==> config.mk <==
export PLATFORM = sky130hd
export DESIGN_NAME = band_clipped_rect_disc_spans
export DESIGN_NICKNAME = d
export VERILOG_FILES = /design/src/hdl/bcrds_pkg.sv /design/src/hdl/band_clipped_rect_disc_spans.sv /design/src/hdl/bcrds_ctrl.sv /design/src/hdl/bcrds_dpath.sv
export SDC_FILE = /design/constraint.sdc
export NUM_CORES = 1
export LEC_CHECK = 0
export ABC_AREA = 1
export BUFFER_PORTS_ARGS = -buffer_cell sky130_fd_sc_hd__buf_2
export CORE_MARGIN = 8
export CORE_UTILIZATION = 55
export CTS_CLUSTER_DIAMETER = 40
export DETAILED_ROUTE_END_ITERATION = 8
export PLACE_DENSITY = 0.74
export SYNTH_ARGS = -nofsm -noshare
export SYNTH_HDL_FRONTEND = slang
export SYNTH_SLANG_ARGS = --single-unit
==> constraint.sdc <==
create_clock -name clock -period 7.4 [get_ports clock]
set_clock_uncertainty 0.2 [all_clocks]
set_input_delay 0.74 -clock clock [delete_from_list [all_inputs] [get_ports clock]]
set_output_delay 0.74 -clock clock [all_outputs]
set_load 0.05 [all_outputs]
==> src/hdl/bcrds_pkg.sv <==
`default_nettype none

package bcrds_pkg;

   // Defaults for the top-level parameters
   localparam int SCREEN_WIDTH_DEF = 320;
   localparam int BAND_HEIGHT_DEF  = 16;
   localparam int MAX_RADIUS_DEF   = 32;

   // Fixed field widths
   localparam int ROW_W      = 6;   // band row index
   localparam int RAD_W      = 7;   // clamped radius, up to 127
   localparam int YW         = 14;  // signed screen y work width
   localparam int XW         = 13;  // signed screen x work width
   localparam int DY_W       = 9;   // signed row offset from the disc center
   localparam int N_W        = 14;  // r*r - dy*dy
   localparam int SQRT_STEPS = 8;   // result bits of the square root

   localparam logic ACT_RECT = 1'b0;
   localparam logic ACT_DISC = 1'b1;

   typedef struct packed {
      logic               action;
      logic [11:0]        band_top;
      logic signed [11:0] rect_left;
      logic signed [11:0] rect_top;
      logic signed [11:0] rect_right;
      logic signed [11:0] rect_bottom;
      logic signed [11:0] disc_cx;
      logic signed [11:0] disc_cy;
      logic [7:0]         disc_radius;
      logic [15:0]        fill_color;
   } req_item_type;

   typedef struct packed {
      logic [5:0]  band_row;
      logic [9:0]  span_left;
      logic [9:0]  span_right;
      logic [15:0] span_color;
      logic        has_pixels;
      logic        last;
   } rsp_item_type;

   // Controller to datapath
   typedef struct packed {
      logic load;      // latch the accepted item
      logic calc;      // clip the shape's rows to the band, square the radius
      logic span_set;  // derive first and last band row
      logic issue;     // send one row token into the pipeline
   } ctrl_cmd_type;

   // Datapath to controller
   typedef struct packed {
      logic last_row;   // the row token now issued is the item's final one
      logic pipe_busy;  // some row token is still in flight
   } ctrl_stat_type;

   // One row token in the square root pipeline
   typedef struct packed {
      logic [ROW_W-1:0] row;
      logic             last;
      logic             empty;
      logic [15:0]      rad;   // radicand, consumed two bits a stage from the top
      logic [9:0]       rem;
      logic [7:0]       root;
   } pipe_type;

   // One digit of a restoring integer square root.
   function automatic pipe_type sqrt_step(pipe_type p);
      pipe_type    q;
      logic [11:0] cur;
      logic [11:0] trial;
      q     = p;
      cur   = {p.rem, p.rad[15:14]};
      trial = {2'b00, p.root, 2'b01};
      q.rad = {p.rad[13:0], 2'b00};
      if (cur >= trial) begin
         q.rem  = 10'(cur - trial);
         q.root = {p.root[6:0], 1'b1};
      end else begin
         q.rem  = cur[9:0];
         q.root = {p.root[6:0], 1'b0};
      end
      return q;
   endfunction

endpackage

`default_nettype wire

==> src/hdl/band_clipped_rect_disc_spans.sv <==
`default_nettype none

// Filled rectangle / filled disc span generator for one screen band.
// Raise start with an item on req_item while busy is low; the item is taken at
// that edge and busy stays high until every span of it has been delivered. The
// block emits one span per covered band row, top to bottom, each on rsp_item for
// a single cycle marked by rsp_strobe; the receiver cannot stall, so capture
// every strobe. The final span of an item has last set. A row clipped away
// horizontally still comes out, with has_pixels low and zero x and color; a
// shape that misses the band gives exactly one all-zero span with last set.
// An item with N covered rows (1 to BAND_HEIGHT, or 1 when it misses) gives N
// spans, one span per cycle, and the next item is only taken once busy has
// fallen after the last of them. Between the accepting edge and the first span
// lie the row clipping (the calc and span_set states), the squaring stage, the
// eight-stage square root pipeline that yields the disc half-widths and the
// output register.
module band_clipped_rect_disc_spans #(
   parameter int SCREEN_WIDTH = bcrds_pkg::SCREEN_WIDTH_DEF,
   parameter int BAND_HEIGHT  = bcrds_pkg::BAND_HEIGHT_DEF,
   parameter int MAX_RADIUS   = bcrds_pkg::MAX_RADIUS_DEF
) (
   input  wire logic                    clock,
   input  wire logic                    reset,
   input  wire logic                    start,
   output logic                         busy,
   input  wire bcrds_pkg::req_item_type req_item,
   output logic                         rsp_strobe,
   output bcrds_pkg::rsp_item_type      rsp_item
);
   import bcrds_pkg::*;

   ctrl_cmd_type  cmd;
   ctrl_stat_type stat;

   // Sequence the item: latch, clip rows, then issue one row token per cycle
   bcrds_ctrl u_ctrl (
      .clock (clock),
      .reset (reset),
      .start (start),
      .busy  (busy),
      .cmd   (cmd),
      .stat  (stat)
   );

   // Row range, half-width pipeline and horizontal clipping
   bcrds_dpath #(
      .SCREEN_WIDTH (SCREEN_WIDTH),
      .BAND_HEIGHT  (BAND_HEIGHT),
      .MAX_RADIUS   (MAX_RADIUS)
   ) u_dpath (
      .clock      (clock),
      .reset      (reset),
      .req_item   (req_item),
      .cmd        (cmd),
      .stat       (stat),
      .rsp_strobe (rsp_strobe),
      .rsp_item   (rsp_item)
   );

endmodule

`default_nettype wire

==> src/hdl/bcrds_ctrl.sv <==
`default_nettype none

module bcrds_ctrl (
   input  wire logic                    clock,
   input  wire logic                    reset,
   input  wire logic                    start,
   output logic                         busy,
   output bcrds_pkg::ctrl_cmd_type      cmd,
   input  wire bcrds_pkg::ctrl_stat_type stat
);
   import bcrds_pkg::*;

   typedef enum logic [2:0] {
      ST_IDLE,
      ST_CALC,
      ST_SPAN,
      ST_RUN,
      ST_DRAIN
   } state_type;

   state_type state_ff, state_in;
   logic      busy_ff, busy_in;

   always_comb begin
      state_in = state_ff;
      case (state_ff)
         ST_IDLE:  if (start) state_in = ST_CALC;
         ST_CALC:  state_in = ST_SPAN;
         ST_SPAN:  state_in = ST_RUN;
         ST_RUN:   if (stat.last_row) state_in = ST_DRAIN;
         ST_DRAIN: if (!stat.pipe_busy) state_in = ST_IDLE;
         default:  state_in = ST_IDLE;
      endcase
      busy_in = (state_in != ST_IDLE);
   end

   always_ff @(posedge clock) begin
      if (reset) begin
         state_ff <= ST_IDLE;
         busy_ff  <= 1'b0;
      end else begin
         state_ff <= state_in;
         busy_ff  <= busy_in;
      end
   end

   assign busy         = busy_ff;
   assign cmd.load     = start && !busy_ff;
   assign cmd.calc     = (state_ff == ST_CALC);
   assign cmd.span_set = (state_ff == ST_SPAN);
   assign cmd.issue    = (state_ff == ST_RUN);

endmodule

`default_nettype wire

==> src/hdl/bcrds_dpath.sv <==
`default_nettype none

module bcrds_dpath #(
   parameter int SCREEN_WIDTH = bcrds_pkg::SCREEN_WIDTH_DEF,
   parameter int BAND_HEIGHT  = bcrds_pkg::BAND_HEIGHT_DEF,
   parameter int MAX_RADIUS   = bcrds_pkg::MAX_RADIUS_DEF
) (
   input  wire logic                     clock,
   input  wire logic                     reset,
   input  wire bcrds_pkg::req_item_type  req_item,
   input  wire bcrds_pkg::ctrl_cmd_type  cmd,
   output bcrds_pkg::ctrl_stat_type      stat,
   output logic                          rsp_strobe,
   output bcrds_pkg::rsp_item_type       rsp_item
);
   import bcrds_pkg::*;

   localparam logic signed [YW-1:0] BAND_LAST = YW'(BAND_HEIGHT - 1);
   localparam logic signed [XW-1:0] X_LAST    = XW'(SCREEN_WIDTH - 1);
   localparam logic [7:0]           R_MAX     = 8'(MAX_RADIUS);

   // Item registers
   logic               mode_ff;
   logic [11:0]        btop_ff;
   logic signed [11:0] xl_ff, xr_ff, yt_ff, yb_ff, cx_ff, cy_ff;
   logic [RAD_W-1:0]   rad_ff, rad_in;
   logic [15:0]        color_ff;

   // Row range
   logic signed [YW-1:0] ytop_ff, ybot_ff, ytop_in, ybot_in;
   logic signed [YW-1:0] btop_s, cy_s, rad_s, shape_top, shape_bot, band_bot;
   logic [N_W-1:0]       rsq_ff;
   logic                 empty_ff;
   logic [ROW_W-1:0]     row_ff, row_last_ff;
   logic signed [DY_W-1:0] dy_ff;

   // Pipeline
   logic signed [2*DY_W-1:0] dy_sq;
   logic signed [2*DY_W-1:0] n_full;
   pipe_type                 tok0;
   pipe_type                 pipe_ff [SQRT_STEPS+1];
   logic [SQRT_STEPS:0]      v_ff;

   // Output
   pipe_type             fin;
   logic [7:0]           hw;
   logic signed [XW-1:0] cx13, hw13, x0, x1, x0c, x1c;
   logic                 pix;
   rsp_item_type         rsp_in, rsp_ff;
   logic                 rsp_strobe_ff;

   // Clamp the radius into one through the maximum
   always_comb begin
      if (req_item.disc_radius == 8'd0) rad_in = RAD_W'(1);
      else if (req_item.disc_radius > R_MAX) rad_in = RAD_W'(MAX_RADIUS);
      else rad_in = req_item.disc_radius[RAD_W-1:0];
   end

   always_comb begin
      btop_s    = $signed({2'b00, btop_ff});
      cy_s      = $signed({{(YW-12){cy_ff[11]}}, cy_ff});
      rad_s     = $signed({{(YW-RAD_W){1'b0}}, rad_ff});
      band_bot  = btop_s + BAND_LAST;
      shape_top = (mode_ff == ACT_DISC) ? cy_s - rad_s
                                        : $signed({{(YW-12){yt_ff[11]}}, yt_ff});
      shape_bot = (mode_ff == ACT_DISC) ? cy_s + rad_s
                                        : $signed({{(YW-12){yb_ff[11]}}, yb_ff});
      ytop_in   = (shape_top > btop_s) ? shape_top : btop_s;
      ybot_in   = (shape_bot < band_bot) ? shape_bot : band_bot;
   end

   always_ff @(posedge clock) begin
      if (cmd.load) begin
         mode_ff  <= req_item.action;
         btop_ff  <= req_item.band_top;
         xl_ff    <= req_item.rect_left;
         xr_ff    <= req_item.rect_right;
         yt_ff    <= req_item.rect_top;
         yb_ff    <= req_item.rect_bottom;
         cx_ff    <= req_item.disc_cx;
         cy_ff    <= req_item.disc_cy;
         rad_ff   <= rad_in;
         color_ff <= req_item.fill_color;
      end
      if (cmd.calc) begin
         ytop_ff <= ytop_in;
         ybot_ff <= ybot_in;
         rsq_ff  <= N_W'({{(N_W-RAD_W){1'b0}}, rad_ff} * {{(N_W-RAD_W){1'b0}}, rad_ff});
      end
      if (cmd.span_set) begin
         empty_ff    <= (ytop_ff > ybot_ff);
         row_ff      <= ROW_W'(ytop_ff - btop_s);
         row_last_ff <= ROW_W'(ybot_ff - btop_s);
         dy_ff       <= DY_W'(ytop_ff - cy_s);
      end else if (cmd.issue) begin
         row_ff <= row_ff + ROW_W'(1);
         dy_ff  <= dy_ff + DY_W'(1);
      end
   end

   assign stat.last_row  = empty_ff || (row_ff == row_last_ff);
   assign stat.pipe_busy = |v_ff;

   // Row token: radicand is 4*(r*r - dy*dy)
   always_comb begin
      dy_sq      = dy_ff * dy_ff;
      n_full     = $signed({{(2*DY_W-N_W){1'b0}}, rsq_ff}) - dy_sq;
      tok0.row   = row_ff;
      tok0.last  = stat.last_row;
      tok0.empty = empty_ff;
      tok0.rad   = {n_full[N_W-1:0], 2'b00};
      tok0.rem   = '0;
      tok0.root  = '0;
   end

   always_ff @(posedge clock) begin
      if (reset) v_ff <= '0;
      else v_ff <= {v_ff[SQRT_STEPS-1:0], cmd.issue};
   end

   always_ff @(posedge clock) begin
      pipe_ff[0] <= tok0;
      for (int k = 1; k <= SQRT_STEPS; k++) begin
         pipe_ff[k] <= sqrt_step(pipe_ff[k-1]);
      end
   end

   // floor(sqrt(4n)) plus one, halved, is sqrt(n) rounded half up
   always_comb begin
      fin  = pipe_ff[SQRT_STEPS];
      hw   = 8'(({1'b0, fin.root} + 9'd1) >> 1);
      cx13 = $signed({{(XW-12){cx_ff[11]}}, cx_ff});
      hw13 = $signed({{(XW-8){1'b0}}, hw});
      if (mode_ff == ACT_DISC) begin
         x0 = cx13 - hw13;
         x1 = cx13 + hw13;
      end else begin
         x0 = $signed({{(XW-12){xl_ff[11]}}, xl_ff});
         x1 = $signed({{(XW-12){xr_ff[11]}}, xr_ff});
      end
      x0c = (x0 < 0) ? '0 : x0;
      x1c = (x1 > X_LAST) ? X_LAST : x1;
      pix = !fin.empty && (x0c <= x1c);

      rsp_in.band_row   = fin.empty ? '0 : fin.row;
      rsp_in.span_left  = pix ? x0c[9:0] : '0;
      rsp_in.span_right = pix ? x1c[9:0] : '0;
      rsp_in.span_color = pix ? color_ff : '0;
      rsp_in.has_pixels = pix;
      rsp_in.last       = fin.last;
   end

   always_ff @(posedge clock) begin
      if (reset) rsp_strobe_ff <= 1'b0;
      else rsp_strobe_ff <= v_ff[SQRT_STEPS];
      rsp_ff <= rsp_in;
   end

   assign rsp_strobe = rsp_strobe_ff;
   assign rsp_item   = rsp_ff;

endmodule

`default_nettype wire

## Yosys cells after proc, flatten, opt, wreduce, memory -nomap -nowiden

Memory sizes are Yosys's and may differ from the RTL's.
Index checks and enable logic that the tools add are counted.

| cells by class | value |
|---|---|
| add/sub/neg operators | 20 |
| multiply operators | 2 |
| muxes and demuxes | 25 |
| magnitude comparators | 15 |
| equality and inequality tests | 5 |
| reduce and logical (&&, ||, !) cells | 11 |

Operator list:

| operator | number |
|---|---|
| 18-bit 2-to-1 mux | 8 |
| 12-bit by 10-bit >= comparator with 1-bit output | 8 |
| 10-bit subtractor | 8 |
| 13-bit 2-to-1 mux | 4 |
| 14-bit 2-to-1 mux | 3 |
| 6-bit 2-to-1 mux | 3 |
| 9-bit 2-to-1 mux | 2 |
| 3-bit one-hot mux with 5 select lines | 1 |
| 14-bit by 13-bit > comparator with 1-bit output | 1 |
| 14-bit > comparator | 1 |
| 14-bit < comparator | 1 |
| 7-bit by 7-bit multiplier with 14-bit output | 1 |
| 9-bit by 9-bit multiplier with 14-bit output | 1 |
| 14-bit subtractor | 1 |
| 12-bit by 4-bit adder with 13-bit output (second input constant) | 1 |
| 12-bit by 8-bit adder with 13-bit output | 1 |
| 12-bit by 9-bit adder with 13-bit output | 1 |
| 13-bit by 10-bit > comparator with 1-bit output (second input constant) | 1 |
| 13-bit less-or-equal comparator | 1 |
| 13-bit by 1-bit < comparator with 1-bit output (second input constant) | 1 |
| 12-bit by 8-bit subtractor with 13-bit output | 1 |
| 12-bit by 9-bit subtractor with 13-bit output | 1 |
| 12-bit 2-to-1 mux | 1 |
| 6-bit subtractor | 2 |
| other kinds (19) | 24 |

| word-level totals | value |
|---|---|
| memories | 1 |
| bits in writable memories | 360 |
| output and inout bits | 46 |
| word-level logic and storage cells | 108 |
| bits of input ports | 112 |
| register bits after elaboration | 230 |

Memories:

| name | words | bits a word | rd ports | clocked after Yosys merged registers in | write ports | RTL line | source |
|---|---|---|---|---|---|---|---|
| u_dpath.pipe_ff | 9 | 40 | 9 | 0 | 9 | bcrds_dpath.sv:41 | `pipe_type pipe_ff [SQRT_STEPS+1];` |

## Depth between registers and ports, before layout

An unclocked memory read counts as a cell.

| logic depth | value |
|---|---|
| depth after elaboration | 8 |
| gate-level depth with buffers | 35 |
| gate-level depth less buffers | 33 |

## Cells and area by module

Synthesis repeated with hierarchy kept, for this count alone.

| second synthesis, totals | value |
|---|---|
| cells, all modules | 2484 |
| area, all modules | 23161.0 sq um |

Modules (own cells, without submodules):

| module | area each (sq um) | cells an instance | instances |
|---|---|---|---|
| bcrds_dpath | 22957.0 | 2452 | 1 |
| bcrds_ctrl | 203.9 | 32 | 1 |

## Worst setup path after synthesis

No wires, ideal clock.

| path | value |
|---|---|
| path kind | input-to-reg |
| start point | input port start |
| end point | register u_dpath.btop_ff[0], enable pin |
| path slack | 1.322 ns |
| path buffers | 0 |
| stages on the path | 2 |
| arrival | 5.300 ns |
| data required time | 6.621 ns |
| cell sequence | inv_1 -> nor2_1 |

RTL lines:

| item | RTL line | source |
|---|---|---|
| start: declaration | band_clipped_rect_disc_spans.sv:24 | `input wire logic start,` |
| end signal: assignment | bcrds_dpath.sv:75 | `btop_ff <= req_item.band_top;` |
| end: declaration | bcrds_dpath.sv:24 | `logic [11:0] btop_ff;` |

==> results.cfg <==
[timing]
hold_viol_final = 0
finalCritPeriodShare = 0.6840
slew_headroom = 0.2382
drv_slew = 0
worst_slew_pin_slew_ns = 1.140
clock.fmax_ghz = 0.1976
fin_tns_setup_ns = 0
rsz0062_at_grt = false
fin_crit_ns = 5.062
setup_viol = 0

[detailed_routing]
drt-total-wl_um = 47160
first_iter_violations = 847
via_count = 16240
drc = 0
firstDrtPassIters = 5
ant_nets = 0
routedWlPerCell_um = 14.71
vias_per_cell = 5.066

[final_layout]
fillers = 3430
layout_common_cells = inv_1, nand2_1, dfxtp_1
drive_gt1_frac = 0.1171
fin_nets = 3013
area_delta_synth_final_pct = 14.42
final_common_cell = inv_1

[power]
p_comb_frac = 0.411
swShare = 0.3793
p_switching_mw = 4.110
leakage_nw = 12.99
p_int_mw = 6.726
power.share.clock = 0.262
ir_worst_vdd_mv = 0.3006
total_power_mw = 10.84
seqPwrFrac = 0.327
power.density_mw_per_mm2 = 411.7

[global_route]
overflow = 0
antenna_found_initial = 2
grt_max_degree = 68
grt_pass1_vias = 16450
grt_pass1_wl_um = 76710
grt_usage = 0.1939

[place]
place_hpwl_um = 36180
gp_congestion = 0.8930
port_buffers = 157

[clocking]
path_clk_slew_ns = 0.06
post_cts_buffers = 0
cts_hold_buf = 0
htreeDepth = 2
cts.sinks = 455
cts_made_buffers = 56
cts_buffer_depth = 3
clk_latency_ns = 0.62
clockRootBuffer = clkbuf_16
cts_tree = built
cts.repair.resized = 0

[setup_path]
r2r_slack_ns = 2.34
cp-start-kind = flop
crit_fanout = 36
critical_path.endpoint_type = flop
cp_slowest_cell = nand3_4
cp.arrival_ns = 5.38
cpPeakStageDelay_ns = 0.38
worstPathRequired_ns = 7.72
crit_type = reg -> reg
cpMostUsedCell = nand2_1

[job]
timing.max_cap.violations = 0

[logic_synthesis]
synth-seq-cells = 455
synth.avg_cell_area_um2 = 9.417
synth-edff-count = 170
syn_area_mm2 = 0.02301
ys_warn_count = 0
synth_ff_type = dfxtp_1
async_flop_share = 0
synthCells = 2443
ys_seq_area_frac = 0.4699
synth.distinct_cells = 57

[status]
status = completed

[floorplan]
die_w_um = 220.5
dieArea_mm2 = 0.04863
die_h_um = 220.5
core-area_mm2 = 0.04167
io-pin-count = 158
core.rowCount = 75
floorplan.initialDensity = 0.5522

[worst_hold_path]
hold_path.class = in -> reg
==> per-stage QoR <==
step | setup slack [ns] | cells | hold slack, ns | instance area (um^2) | util
after floorplan | 1.322 | 2446 | 0.1096 | 23020 | -
after global placement | 2.544 | 3098 | 0.1096 | 24280 | 0.5827
after detailed placement | 2.395 | 3098 | 0.1121 | 24280 | 0.5827
after CTS | 2.345 | 3204 | 0.07334 | 26320 | 0.6317
after global routing | 1.824 | 3206 | 0.07205 | 26320 | 0.6318
final | 2.338 | 3206 | 0.1052 | 26320 | 0.6318
==> critical path: cells and delay by family, from the launching register on <==
kind | cells | cell delay [ns]
adder cells (fa/ha/maj) | 2 | 0.68
flip-flops | 1 | 0.37
XOR/XNOR | 1 | 0.23
AO/OA/AOI/OAI | 3 | 0.54
AND/OR/NAND/NOR | 20 | 2.70
buffers and inverters | 2 | 0.22
==> synth_stat cells, drive strengths merged, types with 6 or more instances <==
cell | number | area, um^2
fa | 76 | 1521
nor2 | 203 | 762.0
nor4 | 10 | 62.56
a21oi | 116 | 618.1
xnor2 | 39 | 341.6
a21boi | 9 | 71.32
buf | 26 | 168.9
nor3 | 33 | 180.2
a21o | 6 | 45.04
ha | 208 | 2603
a31oi | 10 | 62.56
nand4 | 25 | 162.6
o21ai | 130 | 654.4
clkbuf | 24 | 90.09
nand3 | 76 | 407.9
nand2 | 404 | 1529
edfxtp | 170 | 5105
dfxtp | 285 | 5705
nand3b | 7 | 52.55
or2 | 13 | 81.33
xor2 | 84 | 735.7
o31ai | 7 | 52.55
inv | 438 | 1644
==> metal layers <==
layer	track usage	wire [um]
met1	0.2300	19720
met4	0.07826	1408
met3	0.03116	1996
met5	0	0
met2	0.3476	24040
==> final cells by class <==
class	instances	area (um^2)	share of cell area
antenna	2	5.005	0.0001901
multi-input combinational	1501	10310	0.3917
clock inverter	39	481.7	0.01830
inverter	440	1652	0.06274
sequential	455	10810	0.4107
timing repair buffer	163	830.8	0.03156
tap	539	674.4	0.02562
clock buffer	67	1558	0.05918
==> state kept, by name (all words and copies together), names as in the netlist <==
name and count:
u_dpath.rsq_ff 13, u_dpath.cy_ff 12, u_dpath.pipe_ff 227, u_ctrl.busy 1, u_dpath.dy_ff 9, u_dpath.row_last_ff 6, u_dpath.btop_ff 12, u_dpath.row_ff 6
u_dpath.yb_ff 12, u_dpath.color_ff 16, u_dpath.v_ff 9, u_dpath.rsp_item 44, u_dpath.cx_ff 12, u_dpath.empty_ff 1, u_dpath.ybot_ff 14, u_dpath.yt_ff 12
u_dpath.mode_ff 1, u_ctrl.state_ff 3, u_dpath.rad_ff 7, u_dpath.xl_ff 12, u_dpath.rsp_strobe 1, u_dpath.ytop_ff 13, u_dpath.xr_ff 12
==> cells by family after synthesis <==
kind of cell | synth area share
simple gates | 0.1428
buf+inv | 0.08305
flops | 0.4699
compound gates | 0.07712
fa+ha+maj | 0.1793
xor+xnor | 0.04683
mux | 0.0008702
other cells | 0.0001630
==> final timing paths <==
path,cells past startpoint,from,endpoint
min,1,req_item[24],u_dpath.cy_ff[0]$_DFFE_PP_
min reg2reg,0,u_dpath.pipe_ff[0][76]$_DFF_P_,u_dpath.pipe_ff[0][116]$_DFF_P_
max reg2reg,28,u_dpath.pipe_ff[0][322]$_DFF_P_,u_dpath.rsp_item[30]$_SDFF_PN0_
max,28,u_dpath.pipe_ff[0][322]$_DFF_P_,u_dpath.rsp_item[30]$_SDFF_PN0_
==> power by group through the flow <==
| stage | logic [mW] | clock network [mW] | registers, mW |
|---|---|---|---|
| 2_1_floorplan | 3.45 | 0 | 3.63 |
| 3_3_place_gp | 4.26 | 0 | 3.57 |
| 3_5_place_dp | 4.42 | 0 | 3.59 |
| 4_1_cts | 4.47 | 2.90 | 3.55 |
| 5_1_grt | 5.11 | 3.01 | 3.60 |
| 6_report | 4.45 | 2.84 | 3.54 |
(Power assumes the default switching activity.)
